### src/hdl/hit_pkg.sv
// hit_pkg: sizes, opcodes, status codes and controller/datapath types
// for the handle index table. Depends on nothing.
`timescale 1ns / 1ps
`default_nettype none
package hit_pkg;

  // table sizes
  localparam int unsigned SLOT_DEPTH    = 64;
  localparam int unsigned BUILTIN_DEPTH = 64;
  localparam int unsigned MAX_DEPTH     =
      (SLOT_DEPTH > BUILTIN_DEPTH) ? SLOT_DEPTH : BUILTIN_DEPTH;

  localparam int unsigned SLOT_AW    = $clog2(SLOT_DEPTH);
  localparam int unsigned BUILTIN_AW = $clog2(BUILTIN_DEPTH);
  localparam int unsigned CNT_W      = $clog2(BUILTIN_DEPTH + 1);
  localparam int unsigned POS_W      = $clog2(MAX_DEPTH);
  localparam int unsigned SCAN_W     = $clog2(MAX_DEPTH + 1);

  localparam int unsigned HANDLE_W = 64;

  // opcodes
  localparam logic [2:0] OP_FIND_INDEX = 3'd0;
  localparam logic [2:0] OP_TO_HANDLE  = 3'd1;
  localparam logic [2:0] OP_ADD        = 3'd2;
  localparam logic [2:0] OP_REMOVE     = 3'd3;
  localparam logic [2:0] OP_APPEND     = 3'd4;

  // result status codes
  localparam logic [1:0] ST_OK      = 2'd0;
  localparam logic [1:0] ST_MISSING = 2'd1;
  localparam logic [1:0] ST_FULL    = 2'd2;

  localparam logic signed [7:0] IDX_NONE = -8'sd1;

  // which result the datapath produces this cycle
  typedef enum logic [2:0] {
    RES_NONE,
    RES_BHIT,
    RES_SHIT,
    RES_MISS,
    RES_HANDLE,
    RES_EXEC
  } res_e;

  typedef struct packed {
    logic load;     // capture the input beat, clear the scan
    logic bscan;    // step the builtin scan
    logic sscan;    // step the slot scan
    logic restart;  // clear the scan pointer between phases
    logic hread;    // read both stores at the requested index
    res_e res;
  } cmd_t;

  typedef struct packed {
    logic b_hit;
    logic b_end;
    logic s_hit;
    logic s_end;
  } stat_t;

  // index modulo slot depth, restoring subtraction over the eight index bits
  function automatic logic [SLOT_AW-1:0] slot_of_index(input logic [7:0] idx);
    logic [31:0] r;
    logic [31:0] m;
    r = 32'(idx);
    for (int k = 7; k >= 0; k--) begin
      m = 32'(SLOT_DEPTH) << k;
      if (r >= m) begin
        r = r - m;
      end
    end
    return r[SLOT_AW-1:0];
  endfunction

endpackage
`default_nettype wire

### src/hdl/hit_ctrl.sv
// hit_ctrl: one-hot sequencer for the handle index table.
// Depends on hit_pkg; drives hit_dpath through cmd_t, reads stat_t.
`timescale 1ns / 1ps
`default_nettype none
module hit_ctrl
  import hit_pkg::*;
(
  input  wire logic       clk_i,
  input  wire logic       rst_ni,
  input  wire logic       start,
  input  wire logic [2:0] opcode_i,
  input  wire stat_t      stat_i,
  output cmd_t            cmd_o,
  output logic            busy
);

  typedef enum logic [5:0] {
    S_IDLE  = 6'b000001,
    S_BSCAN = 6'b000010,
    S_SSCAN = 6'b000100,
    S_HRD   = 6'b001000,
    S_HCHK  = 6'b010000,
    S_EXEC  = 6'b100000
  } state_e;

  state_e state_q, state_d;

  // next state and commands
  always_comb begin
    state_d       = state_q;
    cmd_o.load    = 1'b0;
    cmd_o.bscan   = 1'b0;
    cmd_o.sscan   = 1'b0;
    cmd_o.restart = 1'b0;
    cmd_o.hread   = 1'b0;
    cmd_o.res     = RES_NONE;
    case (state_q)
      S_IDLE: begin
        if (start) begin
          cmd_o.load = 1'b1;
          case (opcode_i)
            OP_FIND_INDEX: state_d = S_BSCAN;
            OP_TO_HANDLE:  state_d = S_HRD;
            OP_REMOVE:     state_d = S_SSCAN;
            default:       state_d = S_EXEC;
          endcase
        end
      end
      S_BSCAN: begin
        cmd_o.bscan = 1'b1;
        if (stat_i.b_hit) begin
          cmd_o.res = RES_BHIT;
          state_d   = S_IDLE;
        end else if (stat_i.b_end) begin
          cmd_o.restart = 1'b1;
          state_d       = S_SSCAN;
        end
      end
      S_SSCAN: begin
        cmd_o.sscan = 1'b1;
        if (stat_i.s_hit) begin
          cmd_o.res = RES_SHIT;
          state_d   = S_IDLE;
        end else if (stat_i.s_end) begin
          cmd_o.res = RES_MISS;
          state_d   = S_IDLE;
        end
      end
      S_HRD: begin
        cmd_o.hread = 1'b1;
        state_d     = S_HCHK;
      end
      S_HCHK: begin
        cmd_o.res = RES_HANDLE;
        state_d   = S_IDLE;
      end
      S_EXEC: begin
        cmd_o.res = RES_EXEC;
        state_d   = S_IDLE;
      end
      default: begin
        state_d = S_IDLE;
      end
    endcase
  end

  // state register
  always_ff @(posedge clk_i or negedge rst_ni) begin
    if (!rst_ni) begin
      state_q <= S_IDLE;
    end else begin
      state_q <= state_d;
    end
  end

  assign busy = (state_q != S_IDLE);

endmodule
`default_nettype wire

### config.mk
export PLATFORM = sky130hd
export DESIGN_NAME = hit_ctrl
export DESIGN_NICKNAME = d
export VERILOG_FILES = /design/src/hdl/hit_pkg.sv /design/src/hdl/hit_ctrl.sv
export SDC_FILE = /design/constraint.sdc
export NUM_CORES = 1
export LEC_CHECK = 0
export BUFFER_PORTS_ARGS = -buffer_cell sky130_fd_sc_hd__buf_2
export CAP_MARGIN = 20
export CORE_AREA = 2 2 39 41
export DETAILED_ROUTE_END_ITERATION = 16
export DIE_AREA = 0 0 41 43
export PLACE_DENSITY = 0.64
export SLEW_MARGIN = 20
export SYNTH_ARGS = -nofsm -noshare
export SYNTH_HDL_FRONTEND = slang
export SYNTH_SLANG_ARGS = --single-unit
### constraint.sdc
create_clock -name clk_i -period 5 [get_ports clk_i]
set_clock_uncertainty 0.15 [all_clocks]
set_input_delay 0.5 -clock clk_i [delete_from_list [all_inputs] [get_ports clk_i]]
set_output_delay 0.5 -clock clk_i [all_outputs]
set_load 0.02 [all_outputs]
==> results.json, run 1 <==
{
  "run_status": "complete, no violations",
  "synth.lib_cells_used.distinct": 29,
  "flow.area_growth_from_synthesis_pct": 33.53,
  "layout_top_registers": "state_q x6",
  "p_leak_nw": 0.2826,
  "floorplan.rows": 14,
  "nFillCells": 141,
  "wire_per_inst_um": 11.48,
  "switching_power_mw": 0.1109,
  "final.min_clock_period_ns": 2.603,
  "floorplan.initialDensity_pct": 30.74,
  "synthesis.area_per_instance_sq_um": 9.248,
  "end_kind": "output pin",
  "setup-tns-final_ns": 0,
  "gpl_congestion": 0.7284,
  "die-area_sq_um": 1763,
  "synth_area_sq_um": 425.4,
  "largest_register": "state_q",
  "synth_xor_area_share_pct": 4.118,
  "worst_ir_drop_vdd_mv": 0.2329,
  "io_pins": 19,
  "antenna_left": 0,
  "design.core.area_sq_um": 1384,
  "synthMuxAreaShare_pct": 2.353,
  "antenna_cells_inserted": 0,
  "fin_total_pwr_mw": 0.2603,
  "clk_path_buf_depth": 2,
  "tightest_slew_ns": 0.3874,
  "post_route_cells_drive_above_1_share_pct": 38.24,
  "clock_tree.root_cell": "clkbuf_4",
  "clockPowerShare_pct": 18.3,
  "switching_share_pct": 42.62,
  "post_synthesis_share_of_cell_area_spent_on_full_adders_half_adders_and_majority_gates_pct": 0,
  "drt-vias-per-instance": 5.107,
  "synthesis.yosys.warnings": 0,
  "power_report.internal_total_mw": 0.1494,
  "post_dp_cell_area_sq_um": 531.8,
  "worstSetupStartpointType": "register",
  "die_y_um": 43,
  "period_share_pct": 52.07,
  "drt_pre_antenna_iters": 4,
  "worst-endpoint-required_ns": 4.35,
  "rsz0062_at_grt": "false",
  "post_cts_buffers": 0,
  "yosysSeqAreaShare_pct": 35.59,
  "synth_top_family_by_area": "simple AND/OR/NAND/NOR gates",
  "dr.first_iter.drc_count": 20,
  "die_x_um": 41,
  "ctsHtreeMaxLevel": 1,
  "finalHoldViolations": 0,
  "via_count": 429,
  "detailedPlacementHpwl_um": 768.6,
  "tritoncts": "built",
  "numCtsBuffers": 3,
  "most_common_library_cell_in_the_layout_ignoring_fill_and_taps": "buf_2",
  "synth_cells": 46,
  "grt-ovfl-total": 0,
  "numClockSinks": 6,
  "critical_path_fanout_max": 5,
  "io_buffer_count": 18,
  "wire_length_of_the_first_global_routing_pass_mm": 1.545,
  "finalSetupViolCount": 0,
  "wirelength_um": 964,
  "timing_max_transition_violations_final": 0,
  "power-per-cell-area_nw_per_um2": 458.2,
  "yosys_register_bits": 6,
  "grt_use_total_pct": 13.26,
  "compound_cell_area_share_of_the_yosys_netlist_pct": 12.35,
  "drt_drc_violations_left": 0,
  "reg2reg_slack_ns": 2.93,
  "flip_flop_count_of_the_largest_register_all_copies_and_words_added": 6,
  "timing.fmax_mhz": 384.1,
  "postSynthNetCount": 56,
  "seq_power_share_pct": 32.4,
  "power.share.combinational_pct": 49.3,
  "sequential_cell_area_sq_um": 151.4,
  "cap_violations": 0,
  "multi_input_comb_area_sq_um": 259.0,
  "clkTransAtPathRegs_ns": 0.05,
  "timing.slew.headroom_pct": 74.11,
  "design_area_sq_um": 568.0,
  "final_cell_mix": "buf_2, nor2_1, dfrtp_1",
  "worst_ep_arrival_time_ns": 1.95,
  "nets": 79,
  "vias_in_the_first_global_route": 362,
  "hold_path_class": "input port to register",
  "timing.setup.critical_path_class": "register to output pin",
  "worst_skew_pair.late_latency_ns": 0.25,
  "antenna_found_initial": 0,
  "pin_count_of_the_biggest_net_entering_global_routing": 10,
  "basic_gate_share_of_the_synthesized_area_counting_and_or_nand_and_nor_cells_pct": 42.06
}
## layer usage
layer	share of wire, %	up-vias	global-route usage, %	routed length [um]
met2	48	12	17.50	463
met1	46	194	18.81	445
met4	1.5	0	10.00	14
met3	4.0	2	1.571	39
met5	0	-	0	0
li1	-	221	-	-
## cells in the mapped netlist
cell type  instances  area (sq um)
nor3_1             3         15.01
o31ai_2            1         12.51
nand4b_1           1         8.760
nor2_1             5         18.77
nor2b_1            1         6.260
or4b_4             1         13.76
or3_1              1         6.260
or4_1              1         7.510
o41ai_1            1         8.760
inv_1              3         11.26
and3_1             2         12.51
mux2i_1            1         10.01
a21oi_1            1         5.000
nand3b_1           1         7.510
dfrtp_1            5         125.1
clkbuf_1           1         3.750
or4_4              1         11.26
nand2_1            1         3.750
nand3_1            1         5.000
o31ai_1            1         7.510
nor4b_2            1         15.01
xnor2_1            2         17.52
nor4_1             1         6.260
o32ai_1            1         8.760
nor3b_1            3         22.52
and2_1             1         6.260
nand2b_1           2         12.51
dfstp_2            1         26.28
o311a_1            1         10.01
## logic make-up (layout without fill, tap and decap cells)
kind of cell	after synthesis	in the layout
DFF	6	6
AOI/OAI and AO/OA	6	6
muxes	1	1
xor gates and xnor gates	2	2
buffers and inverters	4	26
and+or+nand+nor	27	27
## power by group through the flow
| stage | clock network (mW) | logic, mW | registers (mW) |
|---|---|---|---|
| after global routing | 0.0517 | 0.140 | 0.0876 |
| after global placement | 0 | 0.127 | 0.0841 |
| after CTS | 0.0499 | 0.130 | 0.0846 |
| final | 0.0477 | 0.128 | 0.0844 |
| after detailed placement | 0 | 0.128 | 0.0850 |
| after floorplan | 0 | 0.103 | 0.0719 |
## cell type report
class	count	area share (%)
sequential	6	26.65
inverter	3	1.982
clock buffer	4	4.626
multi-input combinational	36	45.59
timing repair buffer	19	17.62
tap	16	3.524
## critical path: stages, from the launching register on
cell	delay, ns
dfrtp_1	0.42
or4_4	0.58
nor4b_2	0.38
and2_1	0.18
buf_2	0.15
## final timing paths
path	from	endpoint	cells past startpoint
min reg2reg	state_q[3]$_DFFE_PN0P_	state_q[4]$_DFFE_PN0P_	1
max	state_q[4]$_DFFE_PN0P_	cmd_o[4]	4
max in group asynchronous	rst_ni	state_q[0]$_DFFE_PN1P_	2
min in group asynchronous	rst_ni	state_q[4]$_DFFE_PN0P_	2
max reg2reg	state_q[4]$_DFFE_PN0P_	state_q[2]$_DFFE_PN0P_	4
min	opcode_i[0]	state_q[1]$_DFFE_PN0P_	2
## repair_timing
item,4_1_cts,5_1_grt
gates resized for setup,0,0
endpoints found under the hold margin,5,0
setup endpoints to repair,0,0
hold buffers,1,0
## per-stage QoR
stage,hold WS (ns),std cells,setup slack [ns],utilization (%)
floorplan,0.05441,46,2.804,-
global placement,0.1779,79,2.719,38.43
detailed placement,0.1779,79,2.668,38.43
CTS,0.3197,84,2.396,41.05
global route,0.3329,84,2.306,41.05
finish,0.3236,84,2.397,41.05
(Power assumes the default switching activity.)
==> inputs of run 2 (changes only) <==
PLACE_DENSITY = 0.66   (was 0.64)
clock period = 2.1 ns   (was 5 ns; I/O delays follow)
==> run 2 against run 1 <==
  * Cell count increased by 6.0%
  * First-iteration DRC count decreased by 70%
  * Flip-flop and latch count unchanged
  * Combinational power increased to 2.6 times the previous value
  * Clock power increased by 140%
  * Non-clock buffer count increased by 5
  * Critical path depth unchanged
  * Global-route usage increased by 1.3 points
  * Die area unchanged
  * Worst setup slack got worse by 2.4 ns
  * Via count increased by 6.1%
  * Critical path type unchanged
  * Critical endpoint unchanged
  * Largest cell class unchanged
==> results.json, run 2 (same netlist as run 1, synthesis figures left out) <==
{
  "die_y_um": 43,
  "most_common_library_cell_in_the_layout_ignoring_fill_and_taps": "buf_2",
  "worst_skew_pair.late_latency_ns": 0.25,
  "drt_drc_violations_left": 0,
  "switching_share_pct": 42.67,
  "io_pins": 19,
  "numCtsBuffers": 3,
  "timing.slew.headroom_pct": 76.09,
  "wirelength_mm": 1.056,
  "layout_top_registers": "state_q x6",
  "p_leak_nw": 0.3116,
  "largest_register": "state_q",
  "critical_path_fanout_max": 3,
  "pin_count_of_the_biggest_net_entering_global_routing": 10,
  "worst_ir_drop_vdd_mv": 0.5803,
  "cap_violations": 0,
  "numClockSinks": 6,
  "flip_flop_count_of_the_largest_register_all_copies_and_words_added": 6,
  "finalHoldViolations": 0,
  "power-per-cell-area_nw_per_um2": 1035,
  "worst-endpoint-required_ns": 1.74,
  "antenna_cells_inserted": 0,
  "end_kind": "output pin",
  "rsz0062_at_grt": "true",
  "grt-ovfl-total": 0,
  "drt_pre_antenna_iters": 4,
  "seq_power_share_pct": 30.6,
  "design.core.area_sq_um": 1384,
  "ctsHtreeMaxLevel": 1,
  "vias_in_the_first_global_route": 396,
  "final_cell_mix": "buf_2, buf_4, nor2_1",
  "nFillCells": 141,
  "clk_path_buf_depth": 2,
  "timing.fmax_mhz": 482.6,
  "period_share_pct": 98.68,
  "nets": 84,
  "wire_per_inst_um": 11.87,
  "clkTransAtPathRegs_ns": 0.05,
  "post_route_cells_drive_above_1_share_pct": 45.21,
  "grt_use_total_pct": 14.56,
  "switching_power_mw": 0.2751,
  "timing.setup.critical_path_class": "register to output pin",
  "tightest_slew_ns": 0.3554,
  "worst_ep_arrival_time_ns": 1.71,
  "clock_tree.root_cell": "clkbuf_4",
  "die_x_um": 41,
  "power_report.internal_total_mw": 0.3696,
  "detailedPlacementHpwl_um": 791.9,
  "wire_length_of_the_first_global_routing_pass_mm": 1.683,
  "via_count": 455,
  "fin_total_pwr_mw": 0.6447,
  "dr.first_iter.drc_count": 6,
  "place_inst": 81,
  "run_status": "complete, no violations",
  "layout.cells.non_filler": 89,
  "timing_max_transition_violations_final": 0,
  "floorplan.rows": 14,
  "finalSetupViolCount": 0,
  "gpl_congestion": 0.7282,
  "power.share.combinational_pct": 51.4,
  "antenna_left": 0,
  "floorplan.initialDensity_pct": 30.74,
  "hold_path_class": "input port to register",
  "die-area_sq_um": 1763,
  "clockPowerShare_pct": 18.0,
  "flow.area_growth_from_synthesis_pct": 46.47,
  "antenna_found_initial": 0,
  "final.min_clock_period_ns": 2.072,
  "worstSetupStartpointType": "register",
  "io_buffer_count": 18,
  "tritoncts": "built",
  "drt-vias-per-instance": 5.112
}
-- run 2: metal layers --
layer,up-vias,track usage [%],routed length (um)
met5,-,0,0
met1,214,18.42,434
li1,229,-,-
met3,0,7.853,71
met2,12,20.00,550
met4,0,6.000,0
-- run 2: cell type report --
type                    count  area (sq um)  area share, %
clock buffers               4         26.28          4.217
inverters                   3         11.26          1.807
multi-input cells          36         272.8          43.78
flip-flops and latches      6         152.6          24.50
well taps                  16         20.02          3.213
repair buffers             24         140.1          22.49
-- run 2: final timing paths --
path	startpoint	to	slack [ns]	cells after the start
setup / recovery	state_q[4]$_DFFE_PN0P_	cmd_o[4]	0.03	4
hold / removal	opcode_i[0]	state_q[1]$_DFFE_PN0P_	0.03	2
setup reg to reg	state_q[4]$_DFFE_PN0P_	state_q[2]$_DFFE_PN0P_	0.10	4
hold reg to reg	state_q[3]$_DFFE_PN0P_	state_q[4]$_DFFE_PN0P_	0.51	2
max in group asynchronous	rst_ni	state_q[0]$_DFFE_PN1P_	1.42	2
min in group asynchronous	rst_ni	state_q[5]$_DFFE_PN0P_	0.16	2
-- run 2: stage by stage --
| stage | area (sq um) | setup WS [ns] | hold WS (ns) | setup TNS, ns | utilization [%] |
|---|---|---|---|---|---|
| global placement | 546.8 | 0.1076 | -0.1130 | 0 | 39.51 |
| global route | 623.1 | -0.03580 | 0.05386 | -0.04343 | 45.03 |
| CTS | 610.6 | -0.03289 | 0.02544 | -0.03289 | 44.12 |
| detailed placement | 546.8 | 0.09648 | -0.1123 | 0 | 39.51 |
| finish | 623.1 | 0.02776 | 0.03225 | 0 | 45.03 |
| floorplan | 425.4 | 0.1513 | -0.2356 | 0 | - |
-- run 2: power groups by stage --
stage	clock (mW)	sequential, mW	combinational (mW)
3_5_place_dp	0	0.195	0.317
5_1_grt	0.131	0.201	0.360
4_1_cts	0.121	0.195	0.333
3_3_place_gp	0	0.194	0.317
2_1_floorplan	0	0.171	0.244
6_report	0.116	0.197	0.331
-- run 2: worst max-delay path, stage by stage (launching register included) --
cell	delay (ns)
dfrtp_1	0.38
or4_4	0.57
nor4b_4	0.23
and2_1	0.15
buf_4	0.13
-- run 2: repair_timing --
action                     in CTS  in global routing
pin swaps                       1                  1
hold endpoints to repair        6                  0
gates resized for setup         3                  1
setup buffers                   2                  1
setup endpoints to repair       1                  2
hold buffers                    1                  0
==> inputs of run 3 (changes only) <==
SETUP_SLACK_MARGIN = 0.3   (was unset)
==> run 3 against run 2 <==
  * First-iteration DRC count decreased by 17%
  * Register-to-register slack got worse by 0.09 ns
  * Global-route usage increased by 1.1 points
  * Largest cell class unchanged
  * Design area increased by 16%
  * Sequential power increased by 3%
==> results.json, run 3 (same netlist as run 1, synthesis figures left out) <==
{
  "wire_per_inst_um": 13.11,
  "drt_pre_antenna_iters": 4,
  "numCtsBuffers": 3,
  "timing.fmax_mhz": 479.4,
  "post_dp_cell_area_sq_um": 571.8,
  "design_area_sq_um": 724.4,
  "place_inst": 83,
  "clk_path_buf_depth": 2,
  "multi_input_comb_area_sq_um": 344.1,
  "io_pins": 19,
  "largest_register": "state_q",
  "flip_flop_count_of_the_largest_register_all_copies_and_words_added": 6,
  "gpl_congestion": 0.7735,
  "layout_top_registers": "state_q x6",
  "hold_path_class": "input port to register",
  "timing.slew.headroom_pct": 76.05,
  "worstSetupStartpointType": "register",
  "tightest_slew_ns": 0.3592,
  "io_buffer_count": 18,
  "tritoncts": "built",
  "hold_path.startpoint": "opcode_i[0]",
  "wirelength_mm": 1.193,
  "design.core.area_sq_um": 1384,
  "via_count": 470,
  "setup-tns-final_ns": 0,
  "antenna_cells_inserted": 0,
  "rsz0062_at_grt": "true",
  "dr.first_iter.drc_count": 5,
  "vias_in_the_first_global_route": 451,
  "grt_use_total_pct": 15.62,
  "critical_path.reg2reg.startpoint": "state_q[4]$_DFFE_PN0P_",
  "worstReg2RegEnd": "state_q[2]$_DFFE_PN0P_",
  "worstHoldEndpoint": "state_q[1]$_DFFE_PN0P_",
  "worst_ep_arrival_time_ns": 2.12,
  "clkTransAtPathRegs_ns": 0.05,
  "detailedPlacementHpwl_um": 817.3,
  "period_share_pct": 99.33,
  "sequential_cell_area_sq_um": 151.4,
  "pin_count_of_the_biggest_net_entering_global_routing": 10,
  "drt_drc_violations_left": 0,
  "cap_violations": 0,
  "die-area_sq_um": 1763,
  "flow.area_growth_from_synthesis_pct": 70.29,
  "floorplan.rows": 14,
  "nFillCells": 126,
  "power-per-cell-area_nw_per_um2": 1022,
  "ctsHtreeMaxLevel": 1,
  "worst_hold_path.num_cells": 2,
  "reg2reg_slack_ns": 0.01,
  "worst_ir_drop_vdd_mv": 0.5113,
  "p_leak_nw": 0.3501,
  "worst_skew_pair.late_latency_ns": 0.25,
  "nets": 86,
  "antenna_found_initial": 0,
  "layout.cells.non_filler": 91,
  "timing_max_transition_violations_final": 0,
  "finalHoldViolations": 0,
  "finalSetupViolCount": 0,
  "floorplan.initialDensity_pct": 30.74,
  "drt-vias-per-instance": 5.165,
  "clock_tree.root_cell": "clkbuf_4",
  "run_status": "complete, no violations",
  "final_cell_mix": "buf_2, buf_4, nor2_1, dfrtp_1",
  "die_x_um": 41,
  "end_kind": "register",
  "worst-endpoint-required_ns": 2.14,
  "numClockSinks": 6,
  "die_y_um": 43,
  "r2r_cells": 5,
  "critical_path_fanout_max": 3,
  "timing.setup.critical_path_class": "register to register",
  "antenna_left": 0,
  "wire_length_of_the_first_global_routing_pass_mm": 1.828,
  "final.min_clock_period_ns": 2.086,
  "post_route_cells_drive_above_1_share_pct": 58.67,
  "grt-ovfl-total": 0
}
run 3: cell types whose count changed in the layout (fill, tap and decap cells not counted), sizes merged:
cell,change
buf,+2
run 3: final cells by class:
type	count	area share, %
multi-input cells	36	47.50
clock buffers	4	3.627
flip-flops and latches	6	20.90
well taps	16	2.763
inverters	3	1.554
repair buffers	26	23.66
run 3: layer usage:
layer / GRT usage [%] / part of all wire [%] / vias to the layer above
li1: - / - / 231
met1: 19.27 / 42 / 227
met2: 23.44 / 54 / 12
met3: 4.712 / 3.2 / 0
met4: 8.000 / 0 / 0
met5: 0 / 0 / -
run 3: what timing repair did:
action	4_1_cts	5_1_grt
pin swaps	6	6
endpoints found under the setup margin	11	12
buffers inserted	3	0
hold buffers	1	0
hold endpoints to repair	6	0
gates resized for setup	12	8
run 3: where the power goes:
part / total, mW / switching (mW) / internal (mW)
Sequential: 0.203 / 0.0521 / 0.151
Combinational: 0.422 / 0.224 / 0.197
Clock: 0.116 / 0.0438 / 0.0721
run 3: worst max-delay path by stage:
stage | start | endpoint | slack (ns)
5_1_grt | state_q[4]$_DFFE_PN0P_ | cmd_o[4] | -0.05
2_1_floorplan | state_q[4]$_DFFE_PN0P_ | state_q[2]$_DFFE_PN0P_ | 0.17
3_5_place_dp | state_q[5]$_DFFE_PN0P_ | state_q[3]$_DFFE_PN0P_ | 0.12
6_report | state_q[4]$_DFFE_PN0P_ | state_q[2]$_DFFE_PN0P_ | 0.01
3_3_place_gp | state_q[5]$_DFFE_PN0P_ | state_q[3]$_DFFE_PN0P_ | 0.10
4_1_cts | state_q[4]$_DFFE_PN0P_ | cmd_o[4] | -0.04
run 3: per-stage QoR:
stage / utilization [%] / power [mW] / worst slack (ns) / hold WS [ns]
detailed placement: 41.32 / 0.5200 / 0.1189 / -0.1140
finish: 52.35 / 0.7401 / 0.01410 / 0.03547
floorplan: - / 0.4235 / 0.1747 / -0.2356
global placement: 41.32 / 0.5186 / 0.1030 / -0.1150
CTS: 49.82 / 0.7160 / -0.04366 / 0.01819
global route: 52.35 / 0.7960 / -0.05063 / 0.02756
run 3: worst max-delay path: stages, from the launching register on:
cell and delay (ns):
dfrtp_1 0.37, or4_4 0.56, buf_4 0.16, or4b_4 0.52
o31ai_4 0.10, o311a_1 0.18
